<file path="config.mk">
export PLATFORM = sky130hd
export DESIGN_NAME = bpa_ctrl
export DESIGN_NICKNAME = d
export VERILOG_FILES = /design/src/design/bpa_pkg.sv /design/src/design/bpa_ctrl.sv
export SDC_FILE = /design/constraint.sdc
export NUM_CORES = 1
export LEC_CHECK = 0
export BUFFER_PORTS_ARGS = -buffer_cell sky130_fd_sc_hd__buf_2
export CORE_AREA = 8 8 59 51
export CTS_CLUSTER_SIZE = 20
export DETAILED_ROUTE_END_ITERATION = 8
export DIE_AREA = 0 0 67 59
export HOLD_SLACK_MARGIN = 0.06
export PLACE_DENSITY_LB_ADDON = 0.2
export SLEW_MARGIN = 25
export SYNTH_ARGS = -nofsm -noshare
export SYNTH_HDL_FRONTEND = slang
export SYNTH_SLANG_ARGS = --single-unit
</file>
<file path="constraint.sdc">
create_clock -name clk -period 2.29 [get_ports clk]
set_clock_uncertainty 0.15 [all_clocks]
set_input_delay 0.229 -clock clk [delete_from_list [all_inputs] [get_ports clk]]
set_output_delay 0.229 -clock clk [all_outputs]
set_load 0.01 [all_outputs]
</file>
<file path="src/design/bpa_pkg.sv">
// ----------------------------------------------------------------------------
// bpa_pkg
// Shared constants, payload types and the controller/datapath command set of
// the buddy page allocator.
// ----------------------------------------------------------------------------
`default_nettype none

package bpa_pkg;

  localparam int PAGE_COUNT = 65536;
  localparam int TOP_ORDER  = 11;
  localparam int PAGE_SHIFT = 12;

  localparam int ADDR_W    = 48;
  localparam int CNT_W     = 17;
  localparam int ORD_IN_W  = 4;
  localparam int OFF_W     = $clog2(PAGE_COUNT);
  localparam int PG_W      = ADDR_W - PAGE_SHIFT;
  localparam int NUM_LISTS = TOP_ORDER + 1;
  localparam int ORD_W     = $clog2(NUM_LISTS);

  // Configuration register indexes.
  localparam logic [1:0] CFG_REGION_BASE    = 2'd0;
  localparam logic [1:0] CFG_REGION_PAGES   = 2'd1;
  localparam logic [1:0] CFG_RESERVED_BASE  = 2'd2;
  localparam logic [1:0] CFG_RESERVED_PAGES = 2'd3;

  localparam logic [ADDR_W-1:0] RST_REGION_BASE    = 48'd1073741824;
  localparam logic [CNT_W-1:0]  RST_REGION_PAGES   = 17'd65536;
  localparam logic [ADDR_W-1:0] RST_RESERVED_BASE  = 48'd0;
  localparam logic [CNT_W-1:0]  RST_RESERVED_PAGES = 17'd0;

  // Request functions and result status codes.
  localparam logic FUNC_ALLOC = 1'b0;
  localparam logic FUNC_FREE  = 1'b1;

  localparam logic [1:0] ST_OK     = 2'd0;
  localparam logic [1:0] ST_NOMEM  = 2'd1;
  localparam logic [1:0] ST_REJECT = 2'd2;

  // Datapath operations.
  localparam int OP_W = 5;
  localparam logic [OP_W-1:0] DP_NOP         = 5'd0;
  localparam logic [OP_W-1:0] DP_BUILD_INIT  = 5'd1;
  localparam logic [OP_W-1:0] DP_BUILD_STEP  = 5'd2;
  localparam logic [OP_W-1:0] DP_LOAD        = 5'd3;
  localparam logic [OP_W-1:0] DP_POP_READ    = 5'd4;
  localparam logic [OP_W-1:0] DP_POP_WRITE   = 5'd5;
  localparam logic [OP_W-1:0] DP_SPLIT       = 5'd6;
  localparam logic [OP_W-1:0] DP_SCAN_INIT   = 5'd7;
  localparam logic [OP_W-1:0] DP_SCAN_READ   = 5'd8;
  localparam logic [OP_W-1:0] DP_SCAN_NEXT   = 5'd9;
  localparam logic [OP_W-1:0] DP_ANC_INIT    = 5'd10;
  localparam logic [OP_W-1:0] DP_ANC_READ    = 5'd11;
  localparam logic [OP_W-1:0] DP_ANC_NEXT    = 5'd12;
  localparam logic [OP_W-1:0] DP_MRG_INIT    = 5'd13;
  localparam logic [OP_W-1:0] DP_BUDDY_READ  = 5'd14;
  localparam logic [OP_W-1:0] DP_UNLINK_HEAD = 5'd15;
  localparam logic [OP_W-1:0] DP_WALK_INIT   = 5'd16;
  localparam logic [OP_W-1:0] DP_CUR_READ    = 5'd17;
  localparam logic [OP_W-1:0] DP_UNLINK_MID  = 5'd18;
  localparam logic [OP_W-1:0] DP_WALK_NEXT   = 5'd19;
  localparam logic [OP_W-1:0] DP_CLR_B       = 5'd20;
  localparam logic [OP_W-1:0] DP_PUSH        = 5'd21;
  localparam logic [OP_W-1:0] DP_FINISH      = 5'd22;

  typedef struct packed {
    logic                func;
    logic [ORD_IN_W-1:0] block_order;
    logic [ADDR_W-1:0]   block_address;
  } in_item_t;

  typedef struct packed {
    logic [ADDR_W-1:0] result_address;
    logic [1:0]        status;
    logic [CNT_W-1:0]  free_pages;
  } out_item_t;

  // One page store entry: free head mark, block order and next link.
  typedef struct packed {
    logic             mark;
    logic [ORD_W-1:0] ord;
    logic             lv;
    logic [OFF_W-1:0] link;
  } ent_t;

  localparam int ENT_W = $bits(ent_t);

  typedef struct packed {
    logic [OP_W-1:0] op;
    logic [1:0]      res;
  } cmd_t;

  typedef struct packed {
    logic cfg_hit;
    logic build_last;
    logic ord_bad;
    logic is_alloc;
    logic found;
    logic free_bad;
    logic split_more;
    logic split_last;
    logic rd_mark;
    logic scan_last;
    logic anc_hit;
    logic anc_last;
    logic mrg_stop;
    logic bud_ok;
    logic b_is_head;
    logic head_valid_cur;
    logic walk_found;
    logic walk_end;
    logic out_free;
  } sts_t;

endpackage

`default_nettype wire

</file>
<file path="src/design/bpa_ctrl.sv">
// ----------------------------------------------------------------------------
// bpa_ctrl
// Controller of the buddy page allocator: sequences list rebuilds, allocate
// and free requests, and issues one datapath operation per cycle.
// ----------------------------------------------------------------------------
`default_nettype none

module bpa_ctrl import bpa_pkg::*; (
  input  wire logic clk,
  input  wire logic rst_n,
  input  wire logic in_valid,
  output logic      in_stall,
  input  wire sts_t sts,
  output cmd_t      cmd
);

  localparam logic [4:0] S_BUILD_INIT = 5'd0;
  localparam logic [4:0] S_BUILD      = 5'd1;
  localparam logic [4:0] S_IDLE       = 5'd2;
  localparam logic [4:0] S_DECODE     = 5'd3;
  localparam logic [4:0] S_POP_WAIT   = 5'd4;
  localparam logic [4:0] S_SPLIT      = 5'd5;
  localparam logic [4:0] S_SCAN_RD    = 5'd6;
  localparam logic [4:0] S_SCAN_CHK   = 5'd7;
  localparam logic [4:0] S_ANC_RD     = 5'd8;
  localparam logic [4:0] S_ANC_CHK    = 5'd9;
  localparam logic [4:0] S_MRG_TEST   = 5'd10;
  localparam logic [4:0] S_MRG_BCHK   = 5'd11;
  localparam logic [4:0] S_WALK_RD    = 5'd12;
  localparam logic [4:0] S_WALK_CHK   = 5'd13;
  localparam logic [4:0] S_CLR_B      = 5'd14;
  localparam logic [4:0] S_PUSH       = 5'd15;
  localparam logic [4:0] S_DONE       = 5'd16;

  logic [4:0] state_r, state_nxt;
  logic [1:0] res_r, res_nxt;

  // A register write wins over a request in the same cycle.
  assign in_stall = (state_r != S_IDLE) || sts.cfg_hit;

  always_comb begin
    state_nxt = state_r;
    res_nxt   = res_r;
    cmd.op    = DP_NOP;
    cmd.res   = res_r;
    if (sts.cfg_hit) begin
      state_nxt = S_BUILD_INIT;
    end else begin
      unique case (state_r)
        S_BUILD_INIT: begin
          cmd.op    = DP_BUILD_INIT;
          state_nxt = S_BUILD;
        end
        S_BUILD: begin
          cmd.op = DP_BUILD_STEP;
          if (sts.build_last) state_nxt = S_IDLE;
        end
        S_IDLE: begin
          if (in_valid) begin
            cmd.op    = DP_LOAD;
            state_nxt = S_DECODE;
          end
        end
        S_DECODE: begin
          priority if (sts.ord_bad) begin
            res_nxt   = ST_REJECT;
            state_nxt = S_DONE;
          end else if (sts.is_alloc && !sts.found) begin
            res_nxt   = ST_NOMEM;
            state_nxt = S_DONE;
          end else if (sts.is_alloc) begin
            cmd.op    = DP_POP_READ;
            state_nxt = S_POP_WAIT;
          end else if (sts.free_bad) begin
            res_nxt   = ST_REJECT;
            state_nxt = S_DONE;
          end else begin
            cmd.op    = DP_SCAN_INIT;
            state_nxt = S_SCAN_RD;
          end
        end
        S_POP_WAIT: begin
          cmd.op    = DP_POP_WRITE;
          res_nxt   = ST_OK;
          state_nxt = sts.split_more ? S_SPLIT : S_DONE;
        end
        S_SPLIT: begin
          cmd.op = DP_SPLIT;
          if (sts.split_last) state_nxt = S_DONE;
        end
        S_SCAN_RD: begin
          cmd.op    = DP_SCAN_READ;
          state_nxt = S_SCAN_CHK;
        end
        S_SCAN_CHK: begin
          priority if (sts.rd_mark) begin
            res_nxt   = ST_REJECT;
            state_nxt = S_DONE;
          end else if (sts.scan_last) begin
            cmd.op    = DP_ANC_INIT;
            state_nxt = S_ANC_RD;
          end else begin
            cmd.op    = DP_SCAN_NEXT;
            state_nxt = S_SCAN_RD;
          end
        end
        S_ANC_RD: begin
          cmd.op    = DP_ANC_READ;
          state_nxt = S_ANC_CHK;
        end
        S_ANC_CHK: begin
          priority if (sts.anc_hit) begin
            res_nxt   = ST_REJECT;
            state_nxt = S_DONE;
          end else if (sts.anc_last) begin
            cmd.op    = DP_MRG_INIT;
            state_nxt = S_MRG_TEST;
          end else begin
            cmd.op    = DP_ANC_NEXT;
            state_nxt = S_ANC_RD;
          end
        end
        S_MRG_TEST: begin
          if (sts.mrg_stop) begin
            state_nxt = S_PUSH;
          end else begin
            cmd.op    = DP_BUDDY_READ;
            state_nxt = S_MRG_BCHK;
          end
        end
        S_MRG_BCHK: begin
          priority if (!sts.bud_ok) begin
            state_nxt = S_PUSH;
          end else if (sts.b_is_head) begin
            cmd.op    = DP_UNLINK_HEAD;
            state_nxt = S_MRG_TEST;
          end else if (!sts.head_valid_cur) begin
            state_nxt = S_PUSH;
          end else begin
            cmd.op    = DP_WALK_INIT;
            state_nxt = S_WALK_RD;
          end
        end
        S_WALK_RD: begin
          cmd.op    = DP_CUR_READ;
          state_nxt = S_WALK_CHK;
        end
        S_WALK_CHK: begin
          priority if (sts.walk_found) begin
            cmd.op    = DP_UNLINK_MID;
            state_nxt = S_CLR_B;
          end else if (sts.walk_end) begin
            state_nxt = S_PUSH;
          end else begin
            cmd.op    = DP_WALK_NEXT;
            state_nxt = S_WALK_RD;
          end
        end
        S_CLR_B: begin
          cmd.op    = DP_CLR_B;
          state_nxt = S_MRG_TEST;
        end
        S_PUSH: begin
          cmd.op    = DP_PUSH;
          res_nxt   = ST_OK;
          state_nxt = S_DONE;
        end
        S_DONE: begin
          if (sts.out_free) begin
            cmd.op    = DP_FINISH;
            state_nxt = S_IDLE;
          end
        end
        default: begin
          state_nxt = S_BUILD_INIT;
        end
      endcase
    end
  end

  always_ff @(posedge clk) begin
    if (!rst_n) begin
      state_r <= S_BUILD_INIT;
      res_r   <= ST_OK;
    end else begin
      state_r <= state_nxt;
      res_r   <= res_nxt;
    end
  end

endmodule

`default_nettype wire

</file>
* Word-level counts from Yosys, hierarchy flattened
Cells that the tools add are included.
Word-level totals: bits in latches 0, bits in writable memories 0, register bits after elaboration 7, memories kept 0, output and inout bits 8, ROM bits 0, input port bits 22
Operators by class: shifts and indexed selects 0, multipliers 0, muxes and demuxes 45, reductions and logical operators 9, divide/modulo/power cells 0, add/subtract/negate cells 0, magnitude comparators 0, equal/unequal tests 25, bitwise logic cells 2
Operator list (number):
- 5-bit case mux with 17 select lines | 2
- 5-bit 2-to-1 mux | 18
- 5-bit by 4-bit == test with 1-bit output, second input constant | 8
- 2-bit 2-to-1 mux | 12
- 3-bit 2-to-1 mux | 7
- 5-bit by 3-bit == test with 1-bit output, second input constant | 4
- 4-bit 2-to-1 mux | 4
- 2-bit != test, second input constant | 6
- 5-bit by 2-bit == test with 1-bit output, second input constant | 2
- 4-bit != test, second input constant | 2
- 2-bit case mux with 4 select lines | 1
- 6-bit AND reduction | 1
- 5-bit by 1-bit == test with 1-bit output, second input constant | 1
- 5-bit == test, second input constant | 1
- 5-bit zero test | 1
- 5-bit by 2-bit != test with 1-bit output, second input constant | 1
- 4-bit AND reduction | 1
- 4-bit nonzero test | 1
- 2-bit OR reduction | 2
- 1-bit inverter | 2
- 1-bit logical AND | 1
- 1-bit zero test | 1
- 1-bit logical OR | 1
- 1-bit 2-to-1 mux | 1

* Longest topological paths before layout
Gate-level depths: netlist of run 1.
depth in word-level cells 6, gate-level depth with buffers 8, depth with buffers taken out 5

* Least setup slack after synthesis of run 1
OpenSTA, ideal clock, no wires.
path type reg-to-output, start register state_r[4], end output cmd[3] in the netlist's numbering, path buffers 1, data required time 1.911 ns, data arrival time 1.673 ns, cell stages (with the launch flop) 6, path slack 0.238 ns, cell sequence dfxtp_1 clkbuf_1 or3b_2 or3_1 o311a_1 a31oi_1
RTL lines:
- start: declaration | line bpa_ctrl.sv:35 | logic [4:0] state_r, state_nxt;
- start signal: assignment | line bpa_ctrl.sv:186 | state_r <= state_nxt;
- end: declaration | line bpa_ctrl.sv:14 | output cmd_t cmd

==> results.txt, run 1 <==
Clock tree sinks - 7
Pre-antenna DRT Iters - 5
CP Cell Sequence - or3_4 -> nor4_4 -> buf_4 -> a31oi_1 -> a2bb2oi_1 -> a31oi_1 -> buf_2
Async S/R FF share, synth - 0%
Final period util - 96.3%
Via-to-Cell Ratio - 6.71
Die W - 67 um
Power density cells - 270 nW/um^2
CTS H-tree depth - 1
Initial antenna violation count - 0
Fmax achieved - 453 MHz
GPL Wtd Cong - 1.05
PortBufs - 29
MaxCap Viol Count - 0
Syn Inst Count - 156
First-pass GRT wire length - 5.95 mm
Post-synth EDFFs - 0
Pin count of the biggest net entering global routing - 20
Slew Limit Fails - 0
Worst-path clk slew - 0.06 ns
CP peak stage delay - 0.43 ns
CTS buffer count - 3
Ports - 30
Dpl ws - 0.132 ns
Commonest cells after routing, fill and taps aside - 29 x buf_2, 15 x buf_4, 14 x nor2_1, 12 x o21ai_0, 11 x nand2_1
Worst-path fanout max - 5
Storage cell area - 151 um^2
Multi-input gate area - 873 um^2
Worst Hold Launch - rst_n
Yosys Warn Count - 0
Crit path launch - state_r[4]$_SDFFE_PP0P_
Row count - 15
Fillers - 185
Yosys cell types - 47
Die Y - 59 um
# DRC - 0
Final nets - 218
Vias in the first global route - 1311
Status - complete, no violations
Tot Pwr - 0.000376 W
Syn nets - 178
Worst-Margin Slew - 0.552 ns
Routed wire length per instance - 17.5 um
Slew margin rel. - 62.8%
Die ar. - 3950 um^2
Area growth, synth to finish - 33.9%
DP HPWL - 2.94 mm
Initial core utilization - 50.4%
Final wirelength - 3.86 mm
CP startpoint kind - flop
Pleak - 0.536 nW
Number of diodes - 0
Synthesized area - 1040 um^2
Worst path slowest cell - or3_4
Core area - 2060 um^2
Post-layout worst setup margin - 0.0836 ns
Crit path top cell by count - a31oi_1
Sequential element share of the synthesized area - 13.5%
ANT nets after route - 0
Area of placed instances - 1260 um^2
Critical Path RT - 1.91 ns
Vias post-DR - 1477
Sum of negative setup slack - 0 ns
Hold crit path type - input port to flop
Fin crit period - 2.21 ns
Clock root cell - clkbuf_4
Arrival time worst endpoint - 1.83 ns
Design area - 1390 um^2
Crit Path Class - flop to output pin
CP Capture Type - output pin
Final Hold Viols - 0
Clock Latency Late Sink - 0.27 ns
Clock Path Buffers - 2
Setup violators final - 0
TritonCTS clock tree - done
Flops & latches, synth - 7
Final Util - 67.5%
GRT overflow - 0
Initial DRC count - 166
Syn_area_per_cell - 6.67 um^2
Tot GR Track Use - 18.8%
Critical R2R Launch - state_r[1]$_SDFFE_PP0P_
Most common cell after layout, fill and taps aside - buf_2
Layout cell share with drive strength beyond 1 - 32.8%
Synth Flop Type - dfxtp_1
VDD IR max - 0.288 mV
## worst max-delay path: cells and delay by family, from the launching register on
family,cells,cell delay (ns)
AND/OR/NAND/NOR,2,0.57
AO/OA/AOI/OAI,3,0.36
flip-flops,1,0.34
buffers and inverters,2,0.30
## per-stage QoR
stage / cells / hold slack, ns
floorplan: 156 / 0.207
finish: 220 / 0.0849
global placement: 212 / 0.294
CTS: 216 / 0.0816
detailed placement: 212 / 0.312
global route: 220 / 0.0877
## registers in the layout (all words and copies together) (netlist names)
register,cells
state_r,5
res_r,2
## cell type report
class / instances / share of cell area (%)
timing repair buffer: 47 / 20.9
multi-input combinational: 132 / 62.7
tap: 25 / 2.25
clock buffer: 4 / 1.89
sequential: 7 / 10.9
inverter: 5 / 1.35
## cell families (layout without fill, tap and decap cells)
group | after synthesis | after routing | synth area share, %
compound gates | 53 | 53 | 35.7
xor+xnor | 1 | 1 | 0.843
buf+inv | 17 | 56 | 7.34
flops | 7 | 7 | 13.5
mux | 2 | 2 | 1.93
simple gates | 76 | 76 | 40.7
## Yosys cell counts, types with 5 or more instances
| cell type | instances | area share [%] |
|---|---|---|
| a31oi_1 | 7 | 4.2 |
| nor2b_1 | 8 | 4.8 |
| a21oi_1 | 9 | 4.3 |
| dfxtp_1 | 7 | 13 |
| inv_1 | 5 | 1.8 |
| o21ai_0 | 12 | 5.8 |
| nor2_1 | 15 | 5.4 |
| nand2b_1 | 6 | 3.6 |
| nand2_1 | 11 | 4.0 |
| nand3_1 | 6 | 2.9 |
| or3_1 | 5 | 3.0 |
| nor3_1 | 7 | 3.4 |
## power by group
part           internal (W)  switching, W  total (W)
clock network     0.0000671     0.0000540   0.000121
registers          0.000123    0.00000372   0.000127
logic             0.0000580     0.0000699   0.000128
total              0.000248      0.000128   0.000376
## what timing repair did
action,CTS,global route
hold buffers,0,0
pin swaps,0,3
endpoints found under the hold margin,0,0
setup buffers,0,4
gates cloned,0,0
gates resized for setup,6,13
setup endpoints to repair,3,4
## layer usage
metal	wire, um	vias to the layer above	GRT usage, %
li1	-	674	-
met1	1540	669	23.6
met2	1750	110	30.4
met3	419	24	3.78
met4	142	0	7.14
met5	0	-	0
## final timing paths
path | to | slack [ns] | cells after the start
worst max-delay path | cmd[3] | 0.08 | 7
worst min-delay path | res_r[0]$_SDFFE_PN0P_ | 0.08 | 2
worst max register to register | res_r[0]$_SDFFE_PN0P_ | 0.11 | 6
worst min register to register | res_r[1]$_SDFFE_PN0P_ | 0.31 | 2
(Power assumes the default switching activity.)
==> inputs of run 2 (changes only) <==
--- a/config.mk
+++ b/config.mk
@@ -6,10 +6,10 @@
 export NUM_CORES = 1
 export LEC_CHECK = 0
 export BUFFER_PORTS_ARGS = -buffer_cell sky130_fd_sc_hd__buf_2
-export CORE_AREA = 8 8 59 51
+export CORE_AREA = 8 8 47 64
 export CTS_CLUSTER_SIZE = 20
 export DETAILED_ROUTE_END_ITERATION = 8
-export DIE_AREA = 0 0 67 59
+export DIE_AREA = 0 0 55 72
 export HOLD_SLACK_MARGIN = 0.06
 export PLACE_DENSITY_LB_ADDON = 0.2
 export SLEW_MARGIN = 25
==> results.txt, run 2 (synthesis gave the netlist of run 1 again) <==
First-pass GRT wire length - 6.02 mm (+1.0%)
Tot GR Track Use - 19.2% (+0.48 points)
Area growth, synth to finish - 28.5%
Top Registers - state_r (5), res_r (2)
CP Cell Sequence - or3b_4 -> or3_1 -> o311a_1 -> a31oi_1 -> buf_2
Clock root cell - clkbuf_4
Pleak - 0.517 nW (-3.5%)
CTS buffer count - 3 (unchanged)
Number of diodes - 0 (unchanged)
Routed wire length per instance - 17.0 um (-2.9%)
# DRC - 0 (unchanged)
Final period util - 97.6% (+1.2 points)
Hold crit path type - input port to flop
PortBufs - 29 (unchanged)
Dpl ws - 0.187 ns (+0.0547 ns)
Switching share of power - 31.5% (-2.5 points)
Arrival time worst endpoint - 1.86 ns (+0.03 ns)
Most common cell after layout, fill and taps aside - buf_2
Worst-path clk slew - 0.05 ns (about the same)
Final wirelength - 3.66 mm (-5.1%)
Vias in the first global route - 1371 (+4.6%)
Largest register FFs - 5 (unchanged)
Worst-path fanout max - 6 (+1)
GRT overflow - 0 (unchanged)
Worst path slowest cell - or3b_4
Slew margin rel. - 66.7% (+3.9 points)
Final nets - 216 (-0.92%)
Critical Path RT - 1.91 ns (about the same)
Total setup buffers inserted after CTS - 0 (unchanged)
VDD IR max - 0.284 mV (-1.4%)
Initial antenna violation count - 0 (unchanged)
Status - complete, no violations
Reg power frac - 35.5% (+1.7 points)
ANT nets after route - 0 (unchanged)
Clock power frac - 30.4% (-1.8 points)
Commonest cells after routing, fill and taps aside - 29 x buf_2, 16 x buf_4, 14 x nor2_1, 12 x o21ai_0, 11 x nand2_1
Die Y - 72 um (+22%)
Via-to-Cell Ratio - 6.47 (-3.7%)
Sw power - 0.000113 W (-11%)
CTS H-tree depth - 1 (unchanged)
Initial DRC count - 77 (-54%)
Fmax achieved - 448 MHz (-1.3%)
R2r setup slk - 0.22 ns (+0.11 ns)
Clock Path Buffers - 2 (unchanged)
Final Hold Viols - 0 (unchanged)
Fin crit period - 2.23 ns (+0.0281 ns)
Comb pwr share - 34.1% (about the same)
Worst-Margin Slew - 0.493 ns (-0.0583 ns)
Post-layout worst setup margin - 0.0555 ns (-0.0281 ns)
Setup violators final - 0 (unchanged)
Pin count of the biggest net entering global routing - 13 (-35%)
CP Capture Type - output pin
Worst hold slack - 0.109 ns (+0.0242 ns)
Final Util - 63.6% (-3.9 points)
MaxCap Viol Count - 0 (unchanged)
Row count - 20 (+5)
TritonCTS clock tree - done
GPL Wtd Cong - 0.958 (-8.7%)
RSZ-0062 raised after global routing - yes
DP HPWL - 2.98 mm (+1.4%)
Number of cells on the worst hold path - 2 (unchanged)
Die W - 55 um (-18%)
Depth of the most critical reg-to-reg path - 5 (-1)
Clock Latency Late Sink - 0.25 ns (-0.02 ns)
Power density cells - 269 nW/um^2 (-0.21%)
Initial core utilization - 49.5% (-0.90 points)
Die ar. - 3960 um^2 (+0.18%)
Pre-antenna DRT Iters - 4 (-1)
CP startpoint kind - flop
Vias post-DR - 1390 (-5.9%)
Largest Register - state_r
Layout cell share with drive strength beyond 1 - 30.6% (-2.3 points)
Core area - 2100 um^2 (+1.8%)
Crit Path Class - flop to output pin
Ports - 30 (unchanged)
Clock tree sinks - 7 (unchanged)
Internal power - 0.000247 W (-0.68%)
CP peak stage delay - 0.44 ns (about the same)
Slew Limit Fails - 0 (unchanged)
run 2: power groups by stage:
| stage | Combinational (W) | Sequential [W] | Clock, W |
|---|---|---|---|
| 2_1_floorplan | 0.0000646 | 0.000128 | 0 |
| 3_3_place_gp | 0.000115 | 0.000129 | 0 |
| 3_5_place_dp | 0.000116 | 0.000130 | 0 |
| 4_1_cts | 0.000118 | 0.000128 | 0.000118 |
| 5_1_grt | 0.000135 | 0.000128 | 0.000118 |
| 6_report | 0.000123 | 0.000128 | 0.000109 |
run 2: final timing paths:
path / startpoint / endpoint
setup / recovery: state_r[1]$_SDFFE_PP0P_ / cmd[3]
hold / removal: rst_n / res_r[0]$_SDFFE_PN0P_
setup reg to reg: state_r[3]$_SDFFE_PP0P_ / res_r[0]$_SDFFE_PN0P_
hold reg to reg: res_r[1]$_SDFFE_PN0P_ / res_r[1]$_SDFFE_PN0P_
run 2: layout make-up:
type	instances	area (um^2)
repair buffers	45	265
clock buffers	4	26.3
fillers	219	766
multi-input cells	132	855
well taps	22	27.5
inverters	5	18.8
flip-flops and latches	7	144
run 2: per-layer routing:
metal | wire length (um) | part of all wire [%] | vias up | GRT usage [%]
met1 | 1520 | 42 | 642 | 22.8
met3 | 233 | 6.4 | 14 | 2.45
met4 | 113 | 3.1 | 0 | 11.3
met5 | 0 | 0 | - | 0
li1 | - | - | 676 | -
met2 | 1790 | 49 | 58 | 31.0
run 2: what timing repair did:
item / 4_1_cts / 5_1_grt
gates resized for setup: 4 / 5
setup endpoints to repair: 3 / 5
hold buffers: 0 / 0
hold endpoints to repair: 0 / 0
run 2: through the flow:
stage                     instance area [um^2]  power (W)  setup TNS, ns  std cells
after floorplan                           1040   0.000193              0        156
after global placement                    1270   0.000245              0        211
after detailed placement                  1270   0.000246              0        211
after CTS                                 1320   0.000364              0        215
after global routing                      1340   0.000381        -0.0122        215
final                                     1340   0.000360              0        215
run 2: critical path, delay by kind of cell, from the launching register on:
family,cells,cell delay (ns)
AOI/OAI and AO/OA,2,0.29
buffers and inverters,1,0.15
DFF,1,0.35
and+or+nand+nor,2,0.82
